--- config.mk ---
export PLATFORM = sky130hd
export DESIGN_NAME = ofd_prep
export DESIGN_NICKNAME = d
export VERILOG_FILES = /design/src/hw/rtl/ofd_pkg.sv /design/src/hw/rtl/ofd_prep.sv
export SDC_FILE = /design/constraint.sdc
export NUM_CORES = 2
export LEC_CHECK = 0
export ABC_AREA = 1
export BUFFER_PORTS_ARGS = -buffer_cell sky130_fd_sc_hd__buf_4
export CAP_MARGIN = 20
export CORE_ASPECT_RATIO = 1.4
export CORE_UTILIZATION = 40
export CTS_BUF_LIST = sky130_fd_sc_hd__clkbuf_4
export DETAILED_ROUTE_END_ITERATION = 8
export PLACE_DENSITY = 0.54
export SETUP_SLACK_MARGIN = 0.02
export SLEW_MARGIN = 40
export SYNTH_ARGS = -nofsm -noshare
export SYNTH_HDL_FRONTEND = slang
export SYNTH_SLANG_ARGS = --single-unit
--- constraint.sdc ---
create_clock -name clk -period 17.83 [get_ports clk]
set_input_delay 0.8915 -clock clk [delete_from_list [all_inputs] [get_ports clk]]
set_output_delay 0.8915 -clock clk [all_outputs]
set_load 0.02 [all_outputs]
--- src/hw/rtl/ofd_pkg.sv ---
// Shared types and constants for the orthonormal frame pipeline.
// No dependencies; every other file in the block imports this package.
`default_nettype none

package ofd_pkg;

  // Field widths fixed by the interface.
  localparam int DIR_W  = 16;
  localparam int AXIS_W = 16;

  // Raw X components stay within +/- 2^31, so 33 signed bits hold them.
  localparam int RAW_W  = 33;
  // Magnitudes of raw components and of the aligned vector.
  localparam int MAG_W  = 32;
  // Shift amount that brings the largest magnitude up to bit 30.
  localparam int SH_W   = 5;
  // Sum of three squared aligned magnitudes.
  localparam int SQ_W   = 64;
  // Bit pairs resolved by the square root, one per stage.
  localparam int ROOT_STEPS = 32;

  // Branch test: 1000000 * z^2 > 332929 * |d|^2.
  localparam int SUM_W = 32;
  localparam int CMP_W = 51;
  localparam logic [19:0] BR_NUM = 20'd1000000;
  localparam logic [18:0] BR_DEN = 19'd332929;

  // Two normalising lanes: the direction and the raw X axis.
  localparam int NORM_LANES = 2;
  localparam int LANE_Z = 0;
  localparam int LANE_X = 1;

  localparam logic signed [AXIS_W-1:0] AXIS_MAX = 16'sh7fff;
  localparam logic signed [AXIS_W-1:0] AXIS_MIN = 16'sh8000;

  typedef logic signed [DIR_W-1:0]  dir_t;
  typedef logic signed [AXIS_W-1:0] axis_t;
  typedef logic signed [RAW_W-1:0]  raw_t;

  // Side band that travels alongside each request through the stages.
  typedef struct packed {
    logic valid;
    logic degen;
  } ctl_t;

endpackage

`default_nettype wire

--- src/hw/rtl/ofd_prep.sv ---
// Front stages: products of the direction components, branch test and raw X axis.
// Depends on ofd_pkg. Three register stages, all advanced by en.
`default_nettype none

module ofd_prep import ofd_pkg::*; (
  input  logic clk,
  input  logic rst_n,
  input  logic en,
  input  logic vld_in,
  input  dir_t dir_in [3],
  output ctl_t ctl_out,
  output raw_t d_out [3],
  output raw_t xr_out [3]
);

  // Stage 1 registers: component products.
  ctl_t               c1_r;
  dir_t               d1_r [3];
  logic [30:0]        xx1_r, yy1_r, zz1_r;
  logic signed [31:0] xz1_r, yz1_r;

  // Stage 2 registers: branch products and both candidate X vectors.
  ctl_t             c2_r;
  dir_t             d2_r [3];
  logic [CMP_W-1:0] lhs2_r, rhs2_r;
  raw_t             ax2_r, bx2_r, y2_r, az2_r, bz2_r;

  // Stage 3 registers: selected X and aligned direction.
  ctl_t c3_r;
  raw_t d3_r [3];
  raw_t xr3_r [3];

  logic signed [31:0] xx_c, yy_c, zz_c, xz_c, yz_c;
  logic [SUM_W-1:0]   s_c;

  // Squares and cross products of the inputs.
  always_comb begin
    xx_c = dir_in[0] * dir_in[0];
    yy_c = dir_in[1] * dir_in[1];
    zz_c = dir_in[2] * dir_in[2];
    xz_c = dir_in[0] * dir_in[2];
    yz_c = dir_in[1] * dir_in[2];
  end

  // Squared length of the direction.
  assign s_c = SUM_W'(xx1_r) + SUM_W'(yy1_r) + SUM_W'(zz1_r);

  // Valid and degenerate flags.
  always_ff @(posedge clk) begin
    if (!rst_n) begin
      c1_r <= '0;
      c2_r <= '0;
      c3_r <= '0;
    end else if (en) begin
      c1_r.valid <= vld_in;
      c1_r.degen <= (dir_in[0] == '0) && (dir_in[1] == '0) && (dir_in[2] == '0);
      c2_r       <= c1_r;
      c3_r       <= c2_r;
    end
  end

  // Data path.
  always_ff @(posedge clk) begin
    if (en) begin
      d1_r  <= dir_in;
      xx1_r <= xx_c[30:0];
      yy1_r <= yy_c[30:0];
      zz1_r <= zz_c[30:0];
      xz1_r <= xz_c;
      yz1_r <= yz_c;

      d2_r   <= d1_r;
      lhs2_r <= CMP_W'(zz1_r) * CMP_W'(BR_NUM);
      rhs2_r <= CMP_W'(s_c) * CMP_W'(BR_DEN);
      ax2_r  <= -raw_t'({2'b00, zz1_r});
      bx2_r  <= -raw_t'(xz1_r);
      y2_r   <= -raw_t'(yz1_r);
      az2_r  <= raw_t'(xz1_r) + raw_t'({2'b00, yy1_r});
      bz2_r  <= raw_t'({2'b00, xx1_r}) + raw_t'({2'b00, yy1_r});

      for (int c = 0; c < 3; c++) begin
        d3_r[c] <= raw_t'(d2_r[c]);
      end
      // A steep direction uses the first formula, otherwise the second.
      if (lhs2_r > rhs2_r) begin
        xr3_r[0] <= ax2_r;
        xr3_r[2] <= az2_r;
      end else begin
        xr3_r[0] <= bx2_r;
        xr3_r[2] <= bz2_r;
      end
      xr3_r[1] <= y2_r;
    end
  end

  assign ctl_out = c3_r;
  assign d_out   = d3_r;
  assign xr_out  = xr3_r;

endmodule

`default_nettype wire

# ---- Word-level counts from Yosys, hierarchy flattened
# Index checks and enable logic that the tools add are counted.
dict set report classes {
  n_addsub 7
  mul 7
  n_lt_le_gt_ge 1
  muxes 2
  n_reduce_logical 5
}
# cell n
set op_table {}
lappend op_table {{$mul A16 B16 Y31} 3}
lappend op_table {{$mux W33} 2}
lappend op_table {{$neg A32 Y33} 2}
lappend op_table {{$add A31 B31 Y32} 2}
lappend op_table {{$mul A16 B16 Y32} 2}
lappend op_table {{$gt A51 B51 Y1} 1}
lappend op_table {{$mul A32 B19 Y51 const B} 1}
lappend op_table {{$logic_not A16 Y1} 3}
lappend op_table {{$mul A31 B14 Y45 const B} 1}
lappend op_table {{$add A32 B32 Y33} 1}
lappend op_table {{$neg A31 Y33} 1}
lappend op_table {{$add A32 B31 Y32} 1}
lappend op_table {{$logic_and A1 B1 Y1} 2}
dict set report totals {
  regBits 667
  inputBits 52
  output_inout_bits 200
  elab_cells 52
}

# ---- Longest topological paths before layout
dict set report depth {
  ltp_word 3
  ltp_mapped 34
  depth_no_buf 34
}

# ---- Worst setup path after synthesis
# Ideal clock, no wire load.
dict set report synth_path {
  path_type {input-to-reg}
  startpoint {input dir_in[2] in the netlist's numbering}
  endpoint {register zz1_r[27] (data pin)}
  setup_ps 259
  t_arrival_ps 6144
  t_required_ps 17571
  slack_ps 11427
  cell_stages 18
  n_path_buf 2
  cell_sequence {clkbuf_1 > buf_1 > nand2_1 > fa_1 > inv_1 > fa_1 > inv_1 > fa_1 > fa_1 > fa_1 > fa_1 > inv_1 > ha_1 > nand2_1 > nor4_1 > nand3_1 > nand3_1 > xor2_1}
}
dict set report synth_via {
  elab_chain_cells 1
}
# item line
set synth_rtl {}
lappend synth_rtl {{start: declaration} ofd_prep.sv:10} ;# input dir_t dir_in [3],
lappend synth_rtl {{$mul A16 B16 Y31} ofd_prep.sv:40} ;# zz_c = dir_in[2] * dir_in[2];
lappend synth_rtl {{via zz_c[27]} ofd_prep.sv:33} ;# logic signed [31:0] xx_c, yy_c, zz_c, xz_c, yz_c;
lappend synth_rtl {{end signal: assignment} ofd_prep.sv:68} ;# zz1_r <= zz_c[30:0];
lappend synth_rtl {{end: declaration} ofd_prep.sv:19} ;# logic [30:0] xx1_r, yy1_r, zz1_r;
# The timed path passes the listed nets, and every way through them passes these cells.
# A chain may end at the register's enable or synchronous reset.

# ---- Worst setup path in the final report
dict set report layout_path {
  startpoint {register zz1_r[16]}
  endpoint {register rhs2_r[45] (data pin)}
}
dict set report layout_via {
  elab_chain_cells 2
}
# item line
set layout_rtl {}
lappend layout_rtl {{$add A32 B31 Y32} ofd_prep.sv:46} ;# assign s_c = SUM_W'(xx1_r) + SUM_W'(yy1_r) + SUM_W'(zz1_r);
lappend layout_rtl {{$mul A32 B19 Y51} ofd_prep.sv:74} ;# rhs2_r <= CMP_W'(s_c) * CMP_W'(BR_DEN);
lappend layout_rtl {{end signal: assignment} ofd_prep.sv:74}
lappend layout_rtl {{end: declaration} ofd_prep.sv:25} ;# logic [CMP_W-1:0] lhs2_r, rhs2_r;
# Every way passes these cells.

==> results.py <==
metrics = {
    "die": {
        "num_io_pins": 252,
        "dieArea_sq_um": 238000,
        "die_h_microns": 577,
        "core_area_sq_um": 234000,
        "die_x_microns": 412,
        "start_util": 0.403,
        "rows": 210,
    },
    "placed_design": {
        "gp_congestion": 1.00,
        "dpl_cell_area_sq_um": 99400,
        "dp_hpwl_microns": 272000,
        "port_buffers": 251,
    },
    "timing": {
        "post-route-period-util": 0.464,
        "hold_viol": 0,
        "drv_slew": 0,
        "final.min_clock_period_ns": 8.27,
        "worst_slew_pin_slew_ns": 0.946,
        "setup-tns-final_ns": 0,
        "skew_ns": 0.160,
        "setup_viol": 0,
        "fmax_mhz": 121,
        "relSlewSlack": 0.369,
        "rsz0062_at_grt": "no",
    },
    "yosys": {
        "synth_area_sq_um": 94300,
        "ys_warn_count": 0,
        "synth-seq-cells": 656,
        "syn_avg_cell_area_sq_um": 8.75,
        "synth_top_area_cell": "fa_1",
        "async_reset_ff_frac": 0,
        "syn-instance-count": 10800,
        "ys.flop_type": "edfxtp_1",
        "ys_types": 54,
        "synth_edf_count": 650,
        "yosysTopAreaCellShare": 0.312,
        "ys_top_cells_by_area": "fa_1 31%, edfxtp_1 21%, ha_1 12%",
        "yosysSeqAreaShare": 0.208,
    },
    "drt": {
        "drt_pass1_iterations": 8,
        "routedWlPerCell_microns": 23.0,
        "drtIter0Drc": 4042,
        "via_count": 71700,
        "drc": 0,
        "ant_nets": 0,
        "routed_wl_microns": 328000,
        "via_per_inst": 5.03,
    },
    "global_routing": {
        "grt_remaining_overflow": 0,
        "grtUsageTotal": 0.280,
        "grt_pass1_wl_microns": 488000,
        "grtUsageMet2": 0.529,
        "grt_antenna_before_repair": 18,
        "grt_max_degree": 77,
        "busiest_layer": "met2",
        "use_met3": 0.0324,
        "met1_usage": 0.289,
        "grt_pass1_vias": 78600,
    },
    "critical_path": {
        "worst-setup-path-type": "reg2reg",
        "critPathSlowestCell": "edfxtp_1",
        "endpoint_kind": "register",
        "startpoint_type": "register",
        "max_stage_delay_ns": 0.88,
        "critical_path_arrival_ns": 9.24,
        "critical_path.max_fanout": 9,
        "required_ns": 18.80,
    },
    "final_layout": {
        "drive_gt1_frac": 0.0575,
        "multi_input_area_sq_um": 62900,
        "final_util": 0.435,
        "nNetsFinal": 13500,
        "mostFrequentLayoutCells": "2820 x inv_1, 2264 x nand2_1, 1472 x fa_1, 919 x ha_1, 650 x edfxtp_1",
        "final_common_cell": "inv_1",
        "syn_to_final_growth_pct": 7.92,
        "final_area_sq_um": 102000,
        "fillers": 23500,
        "layout.area.seq_sq_um": 19600,
    },
    "cts": {
        "cts_tree": "yes",
        "root_buffer": "clkbuf_4",
        "clockBufferDepth": 4,
        "clock-sinks": 656,
        "ctsResizeCount": 0,
        "htreeDepth": 4,
        "cts_made_buffers": 184,
        "path_clk_slew_ns": 0.07,
        "insertion_delay_ns": 1.26,
    },
    "job": {
        "drv_cap": 0,
    },
    "status": {
        "status": "completed",
    },
    "min_path": {
        "hold_class": "in2reg",
    },
}
==> routing by layer <==
metal | share of wire | up-vias | wire length, microns
met5 | 0.00015 | - | 49
met4 | 0.074 | 8 | 24400
met3 | 0.040 | 738 | 13000
met2 | 0.53 | 1992 | 176000
met1 | 0.35 | 35700 | 115000
li1 | - | 33300 | -
==> critical path, delay by kind of cell, from the launching register on <==
kind            cells  cell delay (ns)
compound gates      3             0.69
fa+ha+maj           9             3.81
simple gates       10             1.60
buf+inv             5             0.41
xor+xnor            1             0.62
flops               1             0.88
==> synth_stat cells, types with 7 or more instances <==
cell type     n
a21boi_0     17
a21o_1       43
nand2_1    2265
a31oi_1       9
buf_6        12
buf_1        45
ha_1        924
nor2_1      574
a21oi_1     398
nor2_2        8
clkbuf_1    150
nand3_1     383
nand4_1     113
o211ai_1     12
and2_1        7
xnor2_1      70
nor4_1       25
and3_1        8
o21ai_0     220
nand3b_1     15
xor2_1      292
or2_2        13
inv_1      2820
fa_1       1472
o21bai_1     44
o21a_1        7
buf_4        52
nor3_1       79
edfxtp_1    650
==> stage by stage <==
step / cells / hold slack, ns / setup slack [ns]
5_1_grt: 14300 / -0.00816 / 9.43
6_report: 14300 / 0.102 / 9.56
2_1_floorplan: 10800 / 0.400 / 11.43
4_1_cts: 14200 / 0.00318 / 9.62
3_3_place_gp: 13900 / 0.401 / 9.56
3_5_place_dp: 13900 / 0.405 / 9.62
==> cell families (layout without fill, tap and decap cells) <==
| group | after synthesis | count (layout) | synth area share |
|---|---|---|---|
| and+or+nand+nor | 3517 | 3517 | 0.153 |
| buffers and inverters | 3089 | 3460 | 0.126 |
| adders and majority gates | 2396 | 2396 | 0.435 |
| AOI/OAI and AO/OA | 764 | 764 | 0.0444 |
| DFF | 656 | 656 | 0.208 |
| xor gates and xnor gates | 363 | 363 | 0.0338 |
| other | 2 | 29 | 0.0000796 |
==> path summary, 6_finish.rpt <==
check	from	end	slack, ns	cells after the start
setup / recovery	zz1_r[16]	rhs2_r[45]	9.56	28
hold / removal	dir_in[36]	d1_r[36]	0.10	1
setup reg to reg	zz1_r[16]	rhs2_r[45]	9.56	28
hold reg to reg	d1_r[37]	d2_r[37]	0.32	0
==> layout make-up <==
cell class	count	share of cell area
Antenna cell	26	0.000639
Clock inverter	74	0.00418
Multi-Input combinational cell	7043	0.618
Clock buffer	243	0.0179
Sequential cell	656	0.193
Timing Repair Buffer	319	0.0245
Tap cell	3074	0.0378
Inverter	2824	0.104
==> what timing repair did <==
item | CTS | global route
hold buffers | 12 | 0
endpoints found under the hold margin | 15 | 0
setup endpoints to repair | 0 | 0
buffers inserted | 0 | 0
==> flip-flops by register name, indices dropped and copies added, names as in the netlist <==
name and cells:
xr_out 99, d_out 48, c2_r 2, xz1_r 32, zz1_r 29, az2_r 33, lhs2_r 43, yy1_r 29
bz2_r 32, bx2_r 33, yz1_r 32, ctl_out 2, rhs2_r 51, xx1_r 29, d1_r 48, c1_r 2
ax2_r 31, y2_r 33, d2_r 48
Power is not shown: default switching activity piles up to over one toggle a cycle in this logic, so the estimate is an artifact.
